--- src/rtl/luhn_pkg.sv ---
// Types, constants and codes for the Luhn card number classifier.
// No dependencies; used by every module of the block.
package luhn_pkg;

    localparam int NUMBER_BITS_DEF = 63;
    localparam int CARD_W          = 63;
    localparam int IN_TDATA_W      = 64;
    localparam int OUT_TDATA_W     = 16;

    localparam int BCD_DIGITS  = 20;
    localparam int DIGIT_W     = 4;
    localparam int STEP_W      = $clog2(BCD_DIGITS);
    localparam int COUNT_W     = 5;
    localparam int SUM_W       = 8;
    localparam int BRAND_W     = 2;

    localparam logic [COUNT_W-1:0] AMEX_DIGITS   = 5'd15;
    localparam logic [COUNT_W-1:0] MC_DIGITS     = 5'd16;
    localparam logic [COUNT_W-1:0] VISA_DIGITS_S = 5'd13;
    localparam logic [COUNT_W-1:0] VISA_DIGITS_L = 5'd16;

    localparam logic [DIGIT_W-1:0] AMEX_LEAD   = 4'd3;
    localparam logic [DIGIT_W-1:0] AMEX_NEXT_A = 4'd4;
    localparam logic [DIGIT_W-1:0] AMEX_NEXT_B = 4'd7;
    localparam logic [DIGIT_W-1:0] MC_LEAD     = 4'd5;
    localparam logic [DIGIT_W-1:0] MC_NEXT_LO  = 4'd1;
    localparam logic [DIGIT_W-1:0] MC_NEXT_HI  = 4'd5;
    localparam logic [DIGIT_W-1:0] VISA_LEAD   = 4'd4;

    typedef enum logic [BRAND_W-1:0] {
        BRAND_INVALID    = 2'd0,
        BRAND_AMEX       = 2'd1,
        BRAND_MASTERCARD = 2'd2,
        BRAND_VISA       = 2'd3
    } brand_t;

    typedef enum logic [1:0] {
        ST_IDLE,
        ST_CONV,
        ST_WALK,
        ST_DONE
    } luhn_state_t;

    typedef logic [BCD_DIGITS-1:0][DIGIT_W-1:0] bcd_digits_t;

    typedef struct packed {
        logic load;
        logic rotate;
    } bcd_ctrl_t;

    typedef struct packed {
        logic busy;
    } bcd_stat_t;

endpackage

--- src/rtl/luhn_bcd.sv ---
// Bit-serial binary to BCD converter (shift-and-add-3), one input bit per cycle,
// with a digit rotate used by the Luhn walk. Depends on luhn_pkg.
module luhn_bcd #(
    parameter int NUMBER_BITS = luhn_pkg::NUMBER_BITS_DEF
) (
    input  logic                  clk,
    input  logic                  rst_n,
    input  luhn_pkg::bcd_ctrl_t   ctrl,
    input  logic [NUMBER_BITS-1:0] number,
    output luhn_pkg::bcd_stat_t   stat,
    output luhn_pkg::bcd_digits_t digits
);
    import luhn_pkg::*;

    localparam int CNT_W = $clog2(NUMBER_BITS + 1);

    logic [NUMBER_BITS-1:0] shift_reg, shift_next;
    bcd_digits_t            bcd_reg, bcd_next, bcd_adj;
    logic [CNT_W-1:0]       cnt_reg, cnt_next;
    logic                   busy_reg, busy_next;

    always_comb
    begin
        for (int i = 0; i < BCD_DIGITS; i++)
        begin
            bcd_adj[i] = (bcd_reg[i] >= 4'd5) ? bcd_reg[i] + 4'd3 : bcd_reg[i];
        end
    end

    always_comb
    begin
        shift_next = shift_reg;
        bcd_next   = bcd_reg;
        cnt_next   = cnt_reg;
        busy_next  = busy_reg;
        if (ctrl.load)
        begin
            shift_next = number;
            bcd_next   = '0;
            cnt_next   = CNT_W'(NUMBER_BITS);
            busy_next  = 1'b1;
        end
        else if (busy_reg)
        begin
            // shift the next msb into the adjusted digit chain
            bcd_next[0] = {bcd_adj[0][DIGIT_W-2:0], shift_reg[NUMBER_BITS-1]};
            for (int i = 1; i < BCD_DIGITS; i++)
            begin
                bcd_next[i] = {bcd_adj[i][DIGIT_W-2:0], bcd_adj[i-1][DIGIT_W-1]};
            end
            shift_next = {shift_reg[NUMBER_BITS-2:0], 1'b0};
            cnt_next   = cnt_reg - CNT_W'(1);
            busy_next  = (cnt_reg != CNT_W'(1));
        end
        else if (ctrl.rotate)
        begin
            bcd_next = {bcd_reg[0], bcd_reg[BCD_DIGITS-1:1]};
        end
    end

    always_ff @(posedge clk or negedge rst_n)
    begin
        if (!rst_n)
        begin
            busy_reg <= 1'b0;
            cnt_reg  <= '0;
        end
        else
        begin
            busy_reg <= busy_next;
            cnt_reg  <= cnt_next;
        end
    end

    always_ff @(posedge clk)
    begin
        shift_reg <= shift_next;
        bcd_reg   <= bcd_next;
    end

    assign stat.busy = busy_reg;
    assign digits    = bcd_reg;

endmodule

--- src/rtl/luhn_card_number_classifier.sv ---
// Top level of the Luhn card number classifier: sequencer, digit walk, brand decode.
// Depends on luhn_pkg and luhn_bcd.
//
//  channel  dir  tdata fields (low bit up)                        side
//  s_axis   in   card_number[62:0], pad[63]                       tvalid/tready
//  m_axis   out  brand[1:0] luhn_ok[2] luhn_sum[10:3] count[15:11] tvalid/tready
//
// An item goes from accept through the BCD converter, which takes one input bit per cycle,
// and then through the 20-digit walk, which takes one digit per cycle.
// s_axis_tready is high only while the sequencer is idle; a result waits in the
// output register and the next item is taken while it waits.
// Reset clears the sequencer and output valid; no clearing pass is needed.
module luhn_card_number_classifier #(
    parameter int NUMBER_BITS = luhn_pkg::NUMBER_BITS_DEF
) (
    input  logic                             clk,
    input  logic                             rst_n,
    input  logic                             s_axis_tvalid,
    output logic                             s_axis_tready,
    input  logic [luhn_pkg::IN_TDATA_W-1:0]  s_axis_tdata,  // card_number[62:0], zero[63]
    output logic                             m_axis_tvalid,
    input  logic                             m_axis_tready,
    output logic [luhn_pkg::OUT_TDATA_W-1:0] m_axis_tdata   // brand, luhn_ok, luhn_sum, digit_count
);
    import luhn_pkg::*;

    localparam int IN_W = (NUMBER_BITS < CARD_W) ? NUMBER_BITS : CARD_W;

    luhn_state_t           state_reg, state_next;
    logic [STEP_W-1:0]     step_reg, step_next;
    logic [SUM_W-1:0]      sum_reg, sum_next;
    logic [DIGIT_W-1:0]    mod_reg, mod_next;
    logic [COUNT_W-1:0]    count_reg, count_next;
    logic                  out_valid_reg, out_valid_next;
    logic [OUT_TDATA_W-1:0] out_data_reg, out_data_next;

    bcd_ctrl_t             bcd_ctrl;
    bcd_stat_t             bcd_stat;
    bcd_digits_t           digits;
    logic [NUMBER_BITS-1:0] number;

    logic                  accept;
    logic                  load_out;
    logic [DIGIT_W-1:0]    d;
    logic [DIGIT_W:0]      dbl;
    logic [DIGIT_W-1:0]    term;
    logic [DIGIT_W:0]      mod_sum;
    logic                  ok;
    brand_t                brand;

    assign number = NUMBER_BITS'(s_axis_tdata[IN_W-1:0]);

    luhn_bcd #(
        .NUMBER_BITS (NUMBER_BITS)
    ) u_bcd (
        .clk    (clk),
        .rst_n  (rst_n),
        .ctrl   (bcd_ctrl),
        .number (number),
        .stat   (bcd_stat),
        .digits (digits)
    );

    assign s_axis_tready = (state_reg == ST_IDLE);
    assign accept        = s_axis_tvalid && s_axis_tready;

    // Luhn term of the digit now at the bottom of the rotating BCD word
    always_comb
    begin
        d    = digits[0];
        dbl  = {d, 1'b0};
        if (step_reg[0])
        begin
            term = (dbl >= 5'd10) ? DIGIT_W'(dbl - 5'd9) : DIGIT_W'(dbl);
        end
        else
        begin
            term = d;
        end
        mod_sum = {1'b0, mod_reg} + {1'b0, term};
    end

    // brand decode on the restored digits after the walk
    always_comb
    begin
        ok    = (mod_reg == '0);
        brand = BRAND_INVALID;
        if (ok)
        begin
            if (count_reg == AMEX_DIGITS && digits[14] == AMEX_LEAD
                && (digits[13] == AMEX_NEXT_A || digits[13] == AMEX_NEXT_B))
            begin
                brand = BRAND_AMEX;
            end
            else if (count_reg == MC_DIGITS && digits[15] == MC_LEAD
                && digits[14] >= MC_NEXT_LO && digits[14] <= MC_NEXT_HI)
            begin
                brand = BRAND_MASTERCARD;
            end
            else if ((count_reg == VISA_DIGITS_S && digits[12] == VISA_LEAD)
                || (count_reg == VISA_DIGITS_L && digits[15] == VISA_LEAD))
            begin
                brand = BRAND_VISA;
            end
        end
    end

    always_comb
    begin
        state_next      = state_reg;
        step_next       = step_reg;
        sum_next        = sum_reg;
        mod_next        = mod_reg;
        count_next      = count_reg;
        bcd_ctrl.load   = 1'b0;
        bcd_ctrl.rotate = 1'b0;
        load_out        = 1'b0;
        out_data_next   = out_data_reg;

        case (state_reg)
            ST_IDLE:
            begin
                if (accept)
                begin
                    bcd_ctrl.load = 1'b1;
                    step_next     = '0;
                    sum_next      = '0;
                    mod_next      = '0;
                    count_next    = COUNT_W'(1);
                    state_next    = ST_CONV;
                end
            end
            ST_CONV:
            begin
                if (!bcd_stat.busy)
                begin
                    state_next = ST_WALK;
                end
            end
            ST_WALK:
            begin
                bcd_ctrl.rotate = 1'b1;
                sum_next = sum_reg + SUM_W'(term);
                mod_next = (mod_sum >= 5'd10) ? DIGIT_W'(mod_sum - 5'd10) : DIGIT_W'(mod_sum);
                if (d != '0)
                begin
                    count_next = COUNT_W'(step_reg) + COUNT_W'(1);
                end
                step_next = step_reg + STEP_W'(1);
                if (step_reg == STEP_W'(BCD_DIGITS - 1))
                begin
                    state_next = ST_DONE;
                end
            end
            ST_DONE:
            begin
                // hold until the output register is free
                if (!out_valid_reg || m_axis_tready)
                begin
                    load_out      = 1'b1;
                    out_data_next = {count_reg, sum_reg, ok, brand};
                    state_next    = ST_IDLE;
                end
            end
            default:
            begin
                state_next = ST_IDLE;
            end
        endcase

        if (load_out)
        begin
            out_valid_next = 1'b1;
        end
        else if (m_axis_tready)
        begin
            out_valid_next = 1'b0;
        end
        else
        begin
            out_valid_next = out_valid_reg;
        end
    end

    always_ff @(posedge clk or negedge rst_n)
    begin
        if (!rst_n)
        begin
            state_reg     <= ST_IDLE;
            step_reg      <= '0;
            out_valid_reg <= 1'b0;
        end
        else
        begin
            state_reg     <= state_next;
            step_reg      <= step_next;
            out_valid_reg <= out_valid_next;
        end
    end

    always_ff @(posedge clk)
    begin
        sum_reg      <= sum_next;
        mod_reg      <= mod_next;
        count_reg    <= count_next;
        out_data_reg <= out_data_next;
    end

    assign m_axis_tvalid = out_valid_reg;
    assign m_axis_tdata  = out_data_reg;

endmodule

--- config.mk ---
export PLATFORM = sky130hd
export DESIGN_NAME = luhn_card_number_classifier
export DESIGN_NICKNAME = d
export VERILOG_FILES = /design/src/rtl/luhn_pkg.sv /design/src/rtl/luhn_bcd.sv /design/src/rtl/luhn_card_number_classifier.sv
export SDC_FILE = /design/constraint.sdc
export NUM_CORES = 1
export LEC_CHECK = 0
export BUFFER_PORTS_ARGS = -buffer_cell sky130_fd_sc_hd__buf_4
export CAP_MARGIN = 20
export CORE_MARGIN = 1
export CORE_UTILIZATION = 55
export CTS_CLUSTER_SIZE = 40
export DETAILED_ROUTE_END_ITERATION = 7
export PLACE_DENSITY = 0.83
export SLEW_MARGIN = 25
export SYNTH_ARGS = -nofsm -noshare
export SYNTH_HDL_FRONTEND = slang
export SYNTH_SLANG_ARGS = --single-unit
--- constraint.sdc ---
create_clock -name clk -period 2.9 [get_ports clk]
set_input_delay 0.725 -clock clk [delete_from_list [all_inputs] [get_ports clk]]
set_output_delay 0.725 -clock clk [all_outputs]
set_load 0.03 [all_outputs]
Yosys cells after proc, flatten, opt, wreduce, memory -nomap -nowiden
Index checks and enable logic that the tools add are counted.
{"block": "totals", "ff_bits": 191, "elab_cells": 181}
{"block": "op_classes", "add_sub_neg": 26, "n_lt_le_gt_ge": 24, "n_eq_ne": 19, "n_mux": 55, "bitwise": 1, "reduce_logical": 24}
{"op": "80-bit 2-to-1 mux", "count": 2}
{"op": "63-bit 2-to-1 mux", "count": 2}
{"op": "4-bit 2-to-1 mux", "count": 23}
{"op": "4-bit by 3-bit greater-or-equal comparator with 1-bit output (second input constant)", "count": 20}
{"op": "4-bit by 2-bit adder with 4-bit output (second input constant)", "count": 19}
{"op": "4-bit by 3-bit == test with 1-bit output (second input constant)", "count": 5}
{"op": "5-bit case mux with 2 select lines", "count": 2}
{"op": "8-bit case mux with 2 select lines", "count": 1}
{"op": "5-bit 2-to-1 mux", "count": 3}
{"op": "2-bit 2-to-1 mux", "count": 6}
{"op": "6-bit 2-to-1 mux", "count": 2}
{"op": "5-bit by 4-bit == test with 1-bit output (second input constant)", "count": 2}
{"op": "5-bit == test (second input constant)", "count": 2}
{"op": "5-bit by 4-bit greater-or-equal comparator with 1-bit output (second input constant)", "count": 2}
{"op": "1-bit 2-to-1 mux", "count": 10}
{"op": "8-bit by 4-bit adder with 8-bit output", "count": 1}
{"op": "1-bit logical AND", "count": 8}
{"op": "8-bit 2-to-1 mux", "count": 1}
{"op": "2-bit inequality test (second input constant)", "count": 4}
{"op": "2-bit case mux with 4 select lines", "count": 1}
{"op": "4-bit case mux with 2 select lines", "count": 1}
{"op": "2-bit nonzero test", "count": 4}
{"op": "4-bit subtractor (second input constant)", "count": 2}
{"op": "6-bit by 1-bit inequality test with 1-bit output (second input constant)", "count": 1}
{"op": "21 further kinds", "count": 25}

Longest topological paths before layout
Gate-level depths: netlist of run 1.
{"block": "depth", "depth_word": 7, "mapped_depth": 15}

Cells and area by module
Synthesis of run 1 repeated with hierarchy kept, for this count alone.
{"block": "hier_totals", "cells_unflattened": 1026, "area_unflattened_um2": 10933.0}
{"module": "luhn_bcd", "instances": 1, "cells_per_inst": 835, "area_per_inst_um2": 8715.9}
{"module": "luhn_card_number_classifier", "instances": 1, "cells_per_inst": 191, "area_per_inst_um2": 2217.1}

Worst setup path after synthesis of run 1
No wires, ideal clock.
{"block": "synth_path", "path_kind": "register to register", "start": "register u_bcd.bcd_reg (netlist bit u_bcd.digits[1])", "end": "register mod_reg[1], data pin", "setup_ps": 268, "arrival_time_ps": 2933, "required_ps": 2632, "path_slack_ps": -301, "stages_incl_launch_ff": 16, "cell_sequence": "dfxtp_1 -> inv_1 -> ha_1 -> nand2b_1 -> a21oi_1 -> xnor2_1 -> nand2_1 -> o21a_1 -> fa_1 -> xnor2_1 -> inv_1 -> ha_1 -> o31a_1 -> nor3_2 -> a2111oi_4 -> mux2i_1"}
{"block": "synth_between", "elab_chain_len": 7, "elab_cells_between_ends": 9}
{"element": "from (decl)", "line_no": "luhn_bcd.sv:18", "text": "bcd_digits_t bcd_reg, bcd_next, bcd_adj;"}
{"element": "from (signal assigned)", "line_no": "luhn_bcd.sv:78", "text": "bcd_reg <= bcd_next;"}
{"element": "5-bit by 4-bit greater-or-equal comparator with 1-bit output / 4-bit subtractor (equally long branches)", "line_no": "luhn_card_number_classifier.sv:74", "text": "term = (dbl >= 5'd10) ? DIGIT_W'(dbl - 5'd9) : DIGIT_W'(dbl);"}
{"element": "4-bit 2-to-1 mux", "line_no": "luhn_card_number_classifier.sv:74"}
{"element": "4-bit 2-to-1 mux *", "line_no": "luhn_card_number_classifier.sv:72", "text": "if (step_reg[0])"}
{"element": "4-bit by 4-bit adder with 5-bit output *", "line_no": "luhn_card_number_classifier.sv:80", "text": "mod_sum = {1'b0, mod_reg} + {1'b0, term};"}
{"element": "4-bit subtractor / 5-bit by 4-bit greater-or-equal comparator with 1-bit output (equally long branches)", "line_no": "luhn_card_number_classifier.sv:144", "text": "mod_next = (mod_sum >= 5'd10) ? DIGIT_W'(mod_sum - 5'd10) : DIGIT_W'(mod_sum);"}
{"element": "4-bit 2-to-1 mux *", "line_no": "luhn_card_number_classifier.sv:144"}
{"element": "4-bit case mux with 2 select lines *", "line_no": "luhn_card_number_classifier.sv:120", "text": "case (state_reg)"}
{"element": "to (signal assigned)", "line_no": "luhn_card_number_classifier.sv:204", "text": "mod_reg <= mod_next;"}
{"element": "to (decl)", "line_no": "luhn_card_number_classifier.sv:32", "text": "logic [DIGIT_W-1:0] mod_reg, mod_next;"}
Every way passes the cells marked *; elsewhere a longest branch is shown, timed or not.
A chain may end at the register's enable or synchronous reset.

Worst setup path after layout of run 1
Same ends and word-level chain as after synthesis.

==> results of run 1 <==
==> timing repair <==
item,in CTS,in global routing
hold endpoints to repair,0,0
gates resized for setup,2,2
setup buffers,4,2
endpoints found under the setup margin,2,5
hold buffers,0,0
pin swaps,7,5
==> cells in the mapped netlist (3+ instances only) <==
| cell | n |
|---|---|
| nand2_1 | 232 |
| edfxtp_1 | 96 |
| a21oi_1 | 88 |
| dfxtp_1 | 80 |
| a211oi_1 | 75 |
| ha_1 | 59 |
| inv_1 | 57 |
| nor2_1 | 54 |
| o21ai_0 | 48 |
| clkbuf_1 | 33 |
| xnor2_1 | 26 |
| mux2i_1 | 25 |
| nand2b_1 | 24 |
| nor2b_1 | 23 |
| nor3_1 | 23 |
| o211a_1 | 20 |
| a32oi_1 | 19 |
| buf_2 | 18 |
| nor3b_1 | 18 |
| dfrtp_1 | 15 |
| and2_1 | 9 |
| nand3_1 | 8 |
| buf_1 | 6 |
| xor2_1 | 6 |
| a21o_1 | 4 |
| a21boi_0 | 3 |
| and3_1 | 3 |
| mux2_2 | 3 |
| nor4_1 | 3 |
| or3_1 | 3 |
==> per-layer routing <==
metal	track usage	up-vias	part of all wire
li1	-	4054	-
met3	0.0449	26	0.039
met4	0.0673	0	0.015
met1	0.304	3891	0.45
met5	0	-	0
met2	0.392	193	0.50
==> metrics by stage <==
| step | hold slack (ns) | total power [W] | instance area, um^2 |
|---|---|---|---|
| after floorplan | 0.429 | 0.0101 | 10400 |
| after global placement | 0.446 | 0.0113 | 11300 |
| after detailed placement | 0.466 | 0.0117 | 11300 |
| after CTS | 0.118 | 0.0142 | 11900 |
| after global routing | 0.123 | 0.0154 | 11900 |
| final | 0.129 | 0.0142 | 11900 |
==> area by class of cell <==
type / count / area (um^2)
clock buffer: 18 / 439
clock inverter: 14 / 144
fill: 1404 / 6220
inverter: 57 / 214
multi-input combinational: 799 / 5080
sequential: 191 / 4860
tap: 229 / 287
timing repair buffer: 115 / 901
==> kinds of logic (layout without fill, tap and decap cells) <==
| group | after synthesis | in the layout |
|---|---|---|
| simple gates | 404 | 404 |
| fa+ha+maj | 61 | 61 |
| compound gates | 274 | 274 |
| xor+xnor | 32 | 32 |
| flops | 191 | 191 |
| mux | 28 | 28 |
| buf+inv | 117 | 204 |
==> worst reg2reg max path, cell delays in order (launching register included) <==
cell and delay (ns):
dfxtp_2 0.33, inv_2 0.05, ha_2 0.16, nand2b_4 0.14, a21oi_4 0.19, mux2i_1 0.26, mux2_2 0.24, ha_4 0.23
xnor2_2 0.14, inv_1 0.06, ha_2 0.17, o31a_1 0.18, a211oi_2 0.07, a2111oi_4 0.34, mux2i_1 0.12
==> final timing paths <==
path	startpoint	end	depth (start not counted)
worst max-delay path	u_bcd.digits[1]	mod_reg[1]	14
worst min-delay path	rst_n	u_bcd.cnt_reg[5]	1
worst max register to register	u_bcd.digits[1]	mod_reg[1]	14
worst min register to register	sum_reg[0]	m_axis_tdata[3]	0
max in group asynchronous	rst_n	u_bcd.stat	1
min in group clk	sum_reg[0]	m_axis_tdata[3]	0
==> power by group through the flow <==
stage / combinational, W / sequential (W) / clock, W
after floorplan: 0.00491 / 0.00515 / 0
after detailed placement: 0.00636 / 0.00532 / 0
after global placement: 0.00608 / 0.00525 / 0
final: 0.00663 / 0.00530 / 0.00232
after global routing: 0.00746 / 0.00545 / 0.00247
after CTS: 0.00654 / 0.00528 / 0.00236
==> placed cells by master (no fill, tap or decap), types with 3 or more instances in the layout <==
master	netlist	final
clkinvlp_4	0	3
ha_4	0	3
nand3_1	8	8
ha_1	59	54
inv_6	0	4
or3_1	3	3
nor4_1	3	3
inv_8	0	4
xnor2_1	26	24
buf_4	1	112
mux2_2	3	3
nand2_1	232	230
edfxtp_1	96	96
buf_12	0	3
o211a_1	20	20
dfrtp_1	15	14
nand2b_1	24	23
clkbuf_16	0	17
a211oi_1	75	75
xor2_1	6	6
a21boi_0	3	3
inv_1	57	55
a21oi_1	88	85
o21ai_0	48	48
and2_1	9	9
nor3_1	23	23
nor2b_1	23	23
mux2i_1	25	25
a21o_1	4	4
nor2_1	54	53
and3_1	3	3
a32oi_1	19	19
nor3b_1	18	18
dfxtp_1	80	78
==> reports/qor.txt, run 1 <==
Outcome: finished with violations
Failing checks: DRC, setup timing
Synth cell types: 53
Mapped Area: 10300 um^2
Vias in the first global route: 7766
CTS tree: yes
Area growth, synth to finish: 15.6%
Largest family of logic cells by synthesized area: compound AO/OA/AOI/OAI gates
Net switching power: 0.00575 W
Top-area cell type share of the netlist area: 0.279
Yosys warning total: 0
Drt via density: 5.74
Worst Tran Pin Value: 0.750 ns
Mux share of post-synthesis cell area: 0.0275
Yosys top cell by area: edfxtp_1
WP data arrival: 3.12 ns
Setup violators final: 3
Tmin final: 2.94 ns
Total negative slack: -0.105 ns
Crit path max-delay cell type: a2111oi_4
Nets: 1310
Reg power frac: 0.372
Post-synth EDFFs: 96
Core region area: 18100 um^2
Slew headroom: 0.500
Antenna-violating nets left: 0
RSZ-0062 raised after global routing: true
Setup Crit Path Kind: flip-flop to flip-flop
P per Cell Area: 1190 nW/um^2
Final period utilization: 1.01
DIE HEIGHT: 139 um
Clock network power share: 0.163
Max Clock Freq: 340 MHz
Post-Synth XOR/XNOR Area: 0.0272
WL per Instance: 15.4 um
Crit path capture type: flip-flop
CTS Sinks: 191
Max reg flops: 80
Leak: 5.11 nW
Max Clock Skew: 0.0107 ns
Floorplan row count: 49
# IOs: 86
CP delay by family, top: compound AO/OA/AOI/OAI gates
Crit path buf inv count: 2
Largest cells by area after synthesis: edfxtp_1 (28%), dfxtp_1 (16%), nand2_1 (8.4%), ha_1 (7.2%), a211oi_1 (5.5%)
DRC viols: 1
Slowest stage delay, CP: 0.34 ns
Routability congestion estimate: 0.842
DRT Pass-1 Iters: 8
Non-filler cells, final: 1423
Number of buffers created by CTS: 17
Mapped Nets: 1236
All-Layer GR Usage: 0.232
Mapped Cells: 1107
Pint: 0.00850 W
Inst Count DP: 1385
Initial core utilization: 0.568
Adder-Cell Fraction of Synth Area: 0.0754
Initial antenna violation count: 0
CTS H-Tree Depth: 4
Setup slack after layout: -0.0400 ns
Clk pin slew, worst setup/hold paths: 0.07 ns
Post-Synth Simple-Gate Area: 0.175
Seq cells post-synth: 191
Largest net degree at the start of global routing: 143
# diodes: 0
Clock buffer depth: 2
Final-report max-slew violation count: 0
Seq/Total Area, Yosys: 0.471
Synth Area in Compound Gates: 0.177
GRT overflow: 0
Mean Syn Cell Area: 9.32 um^2
Post-Route WL: 22.0 mm
Die area: 19300 um^2
Detailed placement HPWL: 14.1 mm
Hold WC Path Type: primary input to asynchronous set/reset pin
Maxcap violations: 0
CTS root buffer: clkbuf_16
Top FF cell, synth: edfxtp_1
Clock latency on the worst-skew pair: 0.44 ns
Pre-CTS WS: -0.0481 ns
Die width: 139 um
Crit-path max FO: 4
Final core occ: 0.657
WP data required: 3.08 ns
Async S/R FF share, synth: 0.0785
IO Port Bufs: 84
DR iter-0 viols: 564
First-pass GRT wire length: 36.8 mm
Peak VDD IR: 0.573 mV
Critical Path Source Type: flip-flop
Via count: 8164
Cell Chain, Critical Path: inv_2 > ha_2 > nand2b_4 > a21oi_4 > mux2i_1 > mux2_2 > ha_4 > xnor2_2 > inv_1 > ha_2 > o31a_1 > a211oi_2 > a2111oi_4 > mux2i_1
R2R Setup Slk: -0.04 ns
Share of cells above drive strength 1: 0.147
Sw Share: 0.403
Final Hold Fails: 0
Comb power frac: 0.465
No activity file was read; power rests on OpenSTA's default activity.
==> inputs of run 2 (changes only) <==
--- a/config.mk
+++ b/config.mk
@@ -15,4 +15,5 @@
 export SLEW_MARGIN = 25
 export SYNTH_ARGS = -nofsm -noshare
 export SYNTH_HDL_FRONTEND = slang
+export SYNTH_HIERARCHICAL = 1
 export SYNTH_SLANG_ARGS = --single-unit
==> run 2 against run 1 <==
Against the previous run: the run now ends clean; area after synthesis rose by 6.0%; sequential power up 4.0%; first-iteration DRC count up 46%; utilization down 1.7 points; sequential share of layout area down 1.7 points; combinational power grew 3.6%; clock skew down 0.00060 ns; setup slack improved by 0.062 ns; cell count is 4.7% lower; register-to-register slack improved by 0.06 ns; critical path depth is 1 higher; non-clock buffer count fell by 5; largest cell class unchanged.
==> reports/qor.txt, run 2 <==
Outcome: finished, final reports clean
Commonest non-fill, non-tap cells in the layout: buf_4 (105), edfxtp_1 (96), mux2_2 (85), nand2_1 (81), dfxtp_1 (78)
Peak VDD IR: 0.571 mV
Post-Route WL: 23.7 mm
Yosys top cell by area: edfxtp_1
Die width: 143 um
Top FF cell, synth: edfxtp_1
DIE HEIGHT: 143 um
R2r worst-path depth: 15
Clock latency on the worst-skew pair: 0.43 ns
Final-report max-slew violation count: 0
Async S/R FF share, synth: 0.0785
DRC viols: 0
Clock buffer depth: 2
Nets: 1206
Synth cell types: 59
Most common cell in the netlist: edfxtp_1
Largest net degree at the start of global routing: 85
Max Clock Skew: 0.0101 ns
Share of cells above drive strength 1: 0.252
# IOs: 86
R2R Setup Slk: 0.02 ns
CTS Sinks: 191
GRT overflow: 0
Clk pin slew, worst setup/hold paths: 0.08 ns
Setup violators final: 0
Max reg flops: 80
Top post-synthesis cells by count: edfxtp_1 (96), mux2_2 (85), nand2_1 (81)
IO Port Bufs: 84
DRT Pass-1 Iters: 5
Tmin final: 2.88 ns
RSZ-0062 raised after global routing: true
CTS tree: yes
# diodes: 0
Initial core utilization: 0.562
Seq/Total Area, Yosys: 0.444
Initial antenna violation count: 0
Number of buffers created by CTS: 17
P per Cell Area: 1190 nW/um^2
Area growth, synth to finish: 14.0%
Detailed placement HPWL: 14.6 mm
CTS H-Tree Depth: 4
Core region area: 19500 um^2
Hold WC Path Type: primary input to asynchronous set/reset pin
Critical R2R Launch: u_bcd/digits[0]
Top-area cell type share of the netlist area: 0.264
Slew headroom: 0.510
WL per Instance: 17.5 um
Post-synth EDFFs: 96
Leak: 4.88 nW
WP data arrival: 3.05 ns
Setup Crit Path Kind: flip-flop to flip-flop
Floorplan row count: 51
Mapped Cells: 1026
Final Hold Fails: 0
Crit path capture type: flip-flop
Routability congestion estimate: 0.796
Vias in the first global route: 7889
Worst Tran Pin Value: 0.735 ns
Yosys warning total: 6
Most common cell after layout, fill and taps aside: buf_4
Crit-path max FO: 5
Mapped Nets: 1154
Die area: 20400 um^2
CTS Hold Bufs: 0
Drt via density: 6.09
Antenna-violating nets left: 0
DR iter-0 viols: 821
Max Clock Freq: 347 MHz
Mapped Area: 10900 um^2
Critical Path Source Type: flip-flop
Seq cells post-synth: 191
Largest cells by area after synthesis: edfxtp_1 (26%), dfxtp_1 (15%), mux2_2 (8.8%), ha_1 (6.6%), a2111o_1 (4.1%)
All-Layer GR Usage: 0.237
Worst hold slack: 0.130 ns
CTS root buffer: clkbuf_16
WP data required: 3.07 ns
Maxcap violations: 0
Via count: 8264
First-pass GRT wire length: 38.6 mm
Final period utilization: 0.993
Mean Syn Cell Area: 10.7 um^2
RR Endpoint: mod_reg[3]
Total Power: 0.0148 W
run 2: cell types whose count changed in the layout (fill, tap and decap cells not counted), sizes merged, moves of 37 or more:
cell and change:
a2111o +40, a211oi -74, mux2 +82, nand2 -151, nor2 -37, o221ai +40
run 2: worst max path at each step:
stage	from	end	slack (ns)	depth (start not counted)
after floorplan	u_bcd/digits[1]	mod_reg[1]	0.04	15
after global placement	u_bcd/digits[1]	mod_reg[2]	0.04	15
after detailed placement	u_bcd/digits[1]	mod_reg[3]	-0.11	15
after CTS	u_bcd/digits[1]	mod_reg[3]	0.006	15
after global routing	u_bcd/digits[0]	mod_reg[1]	-0.14	15
final	u_bcd/digits[0]	mod_reg[3]	0.02	15
run 2: critical path, cell delays in order, from the launching register on:
cell and delay [ns]:
dfxtp_4 0.36, inv_1 0.07, ha_2 0.21, nand2b_4 0.07, a21oi_4 0.19, xnor2_1 0.14
nand2_1 0.08, o21a_1 0.12, fa_2 0.39, xnor2_2 0.16, inv_1 0.07, ha_2 0.19
buf_4 0.14, nor2b_1 0.14, nor3_2 0.22, a211oi_2 0.07
run 2: what timing repair did:
item,4_1_cts,5_1_grt
endpoints found under the setup margin,3,6
gates resized for setup,9,6
setup buffers,1,4
pin swaps,6,10
run 2: area by class of cell:
type                    instances  area (um^2)
clock buffers                  17          425
clock inverters                15          175
fillers                      1454         7000
inverters                      56          211
multi-input cells             702         5560
flip-flops and latches        191         4870
well taps                     265          332
repair buffers                110          888
run 2: per-layer routing:
layer  track usage  wire length [um]  vias to the layer above
met5             0                 0                        -
met3        0.0620              1400                       18
met1         0.301             10400                     4043
met4        0.0589               235                        0
li1              -                 -                     3967
met2         0.401             11600                      236
run 2: cell families (layout without fill, tap and decap cells):
group,after synthesis,in the layout,synth area share
multiplexers,128,128,0.127
AO/OA/AOI/OAI,261,261,0.170
adder cells (fa/ha/maj),60,60,0.0700
buffers and inverters,133,198,0.0542
flip-flops,191,191,0.444
AND/OR/NAND/NOR,242,242,0.126
XOR/XNOR,11,11,0.00881
run 2: power breakdown:
| part | internal (W) | switching, W | total, W |
|---|---|---|---|
| Clock | 0.00130 | 0.00112 | 0.00242 |
| Combinational | 0.00336 | 0.00351 | 0.00687 |
| Sequential | 0.00434 | 0.00117 | 0.00551 |
run 2: through the flow:
step / cell area (um^2) / std cells / worst slack [ns] / utilization / setup TNS (ns)
after floorplan: 10900 / 1026 / 0.0371 / - / 0
after global placement: 11800 / 1319 / 0.0443 / 0.605 / 0
after detailed placement: 11800 / 1319 / -0.111 / 0.605 / -0.211
after CTS: 12400 / 1352 / 0.00628 / 0.638 / 0
after global routing: 12500 / 1356 / -0.137 / 0.640 / -0.370
final: 12500 / 1356 / 0.0217 / 0.640 / 0
==> inputs of run 3 (changes only) <==
==> constraint.sdc (replaced) <==
create_clock -name clk -period 2.5 [get_ports clk]
set_input_delay 0.625 -clock clk [delete_from_list [all_inputs] [get_ports clk]]
set_output_delay 0.625 -clock clk [all_outputs]
set_load 0.03 [all_outputs]
==> run 3 against run 2 <==
Against the previous run: the run now ends with setup timing left; first-iteration DRC count down 9.1%; register-to-register slack lost 0.32 ns; wire length down 0.74%; global-route usage about the same; clock-buffer cell count is 1 higher; die area unchanged; non-clock buffer count increased by 10; setup slack worse by 0.32 ns; largest power group unchanged; fmax is 2.8% higher; critical path depth did not move.
==> reports/qor.txt, run 3 (synthesis gave the netlist of run 2 again) <==
DRC viols: 0
Non-filler cells, final: 1366
Final core occ: 0.647
CTS H-Tree Depth: 4
P per Cell Area: 1390 nW/um^2
Post-Route WL: 23.5 mm
Initial core utilization: 0.562
Final-report max-slew violation count: 0
Share of cells above drive strength 1: 0.258
Critical Path Source Type: flip-flop
CTS tree: yes
Clock latency on the worst-skew pair: 0.44 ns
Antenna-violating nets left: 0
Largest net degree at the start of global routing: 87
Slew headroom: 0.559
# diodes: 0
WP data arrival: 3.08 ns
Setup slack after layout: -0.299 ns
Crit path max-delay cell type: fa_2
Comb power frac: 0.469
Failing checks: setup timing
WL per Instance: 17.2 um
Maxcap violations: 0
Total negative slack: -1.21 ns
Via count: 8364
Die width: 143 um
Routability congestion estimate: 0.830
Most common cell after layout, fill and taps aside: buf_4
Worst Tran Pin Value: 0.659 ns
Die area: 20400 um^2
Outcome: finished with violations
Drt via density: 6.12
Pint: 0.0106 W
Setup violators final: 7
RR Endpoint: mod_reg[1]
Initial antenna violation count: 0
DRT Pass-1 Iters: 7
IO Port Bufs: 84
R2r worst-path depth: 15
Clock buffer depth: 2
R2R Setup Slk: -0.30 ns
CTS Hold Bufs: 0
Number of buffers created by CTS: 17
Crit-path max FO: 4
RSZ-0062 raised after global routing: true
Tmin final: 2.80 ns
Sw Share: 0.390
Setup Crit Path Kind: flip-flop to flip-flop
Area growth, synth to finish: 15.1%
Max Clock Freq: 357 MHz
Critical R2R Launch: u_bcd/digits[1]
Cell Chain, Critical Path: inv_4 > ha_4 > nand2b_4 > a21oi_4 > xnor2_1 > nand2_1 > o21a_1 > fa_2 > xnor2_2 > inv_1 > ha_2 > o31a_1 > o21bai_2 > a21oi_2 > mux2i_1
# IOs: 86
DR iter-0 viols: 746
Slowest stage delay, CP: 0.37 ns
Vias in the first global route: 8079
Final Hold Fails: 0
Final period utilization: 1.12
Peak VDD IR: 0.822 mV
GRT overflow: 0
CTS root buffer: clkbuf_16
All-Layer GR Usage: 0.237
Nets: 1216
Core region area: 19500 um^2
Reg power frac: 0.366
Hold WC Path Type: primary input to asynchronous set/reset pin
Clock network power share: 0.165
Clk pin slew, worst setup/hold paths: 0.08 ns
Net switching power: 0.00681 W
First-pass GRT wire length: 38.8 mm
Leak: 4.94 nW
DIE HEIGHT: 143 um
Inst Count DP: 1333
Crit path capture type: flip-flop
Max Clock Skew: 0.0136 ns
WP data required: 2.78 ns
Detailed placement HPWL: 15.1 mm
Commonest non-fill, non-tap cells in the layout: buf_4 (114), edfxtp_1 (96), mux2_2 (85), nand2_1 (81), dfxtp_1 (78)
CTS Sinks: 191
Floorplan row count: 51
Max reg flops: 80
==> run 3: cell types whose count changed in the layout (fill, tap and decap cells not counted), moves of 2 or more <==
| cell | previous run | this run |
|---|---|---|
| clkinv_8 | 0 | 2 |
| ha_4 | 1 | 3 |
| clkinv_2 | 3 | 1 |
| buf_4 | 105 | 114 |
| ha_2 | 5 | 2 |
==> run 3: per-layer routing <==
layer | vias up | wire length [um] | global-route usage
li1 | 3996 | - | -
met1 | 4018 | 10300 | 0.302
met2 | 301 | 11200 | 0.387
met3 | 49 | 1590 | 0.0570
met4 | 0 | 447 | 0.0945
met5 | - | 0 | 0
==> run 3: worst max-delay path, delay by kind of cell, from the launching register on <==
kind	cells	cell delay (ns)
xor gates and xnor gates	2	0.28
DFF	1	0.36
adders and majority gates	3	0.70
muxes	1	0.22
AOI/OAI and AO/OA	5	0.76
and+or+nand+nor	2	0.21
buffers and inverters	2	0.12
==> run 3: what timing repair did <==
item | CTS | global route
resized for setup | 4 | 0
hold endpoints to repair | 0 | 0
buffers inserted | 1 | 0
pin swaps | 1 | 1
setup endpoints to repair | 7 | 7
==> run 3: final cells by class <==
class / instances / area (um^2)
clock buffer: 18 / 429
clock inverter: 14 / 190
fill: 1460 / 6870
inverter: 56 / 214
multi-input combinational: 702 / 5580
sequential: 191 / 4870
tap: 265 / 332
timing repair buffer: 120 / 976
==> run 3: how the worst max path moves through the flow <==
stage,startpoint,slack (ns),cells past startpoint,to
after detailed placement,u_bcd/digits[1],-0.24,15,mod_reg[3]
after floorplan,u_bcd/digits[1],-0.18,15,mod_reg[1]
after global placement,u_bcd/digits[1],-0.19,15,mod_reg[3]
after CTS,u_bcd/digits[1],-0.27,15,mod_reg[1]
final,u_bcd/digits[1],-0.30,15,mod_reg[1]
after global routing,u_bcd/digits[1],-0.47,15,mod_reg[1]
==> run 3: power by group through the flow <==
| stage | Combinational (W) | Sequential (W) | Clock (W) |
|---|---|---|---|
| after CTS | 0.00810 | 0.00637 | 0.00291 |
| after global routing | 0.00904 | 0.00660 | 0.00302 |
| after floorplan | 0.00623 | 0.00598 | 0 |
| final | 0.00818 | 0.00639 | 0.00287 |
| after detailed placement | 0.00789 | 0.00640 | 0 |
| after global placement | 0.00754 | 0.00636 | 0 |
==> run 3: per-stage QoR <==
stage               power [W]  hold WS, ns  setup slack [ns]  instance area [um^2]
floorplan              0.0122        0.329            -0.178                 11000
global placement       0.0139        0.460            -0.191                 11900
detailed placement     0.0143        0.472            -0.237                 11900
CTS                    0.0174       0.0151            -0.271                 12600
global route           0.0187       0.0241            -0.470                 12600
finish                 0.0174       0.0176            -0.299                 12600
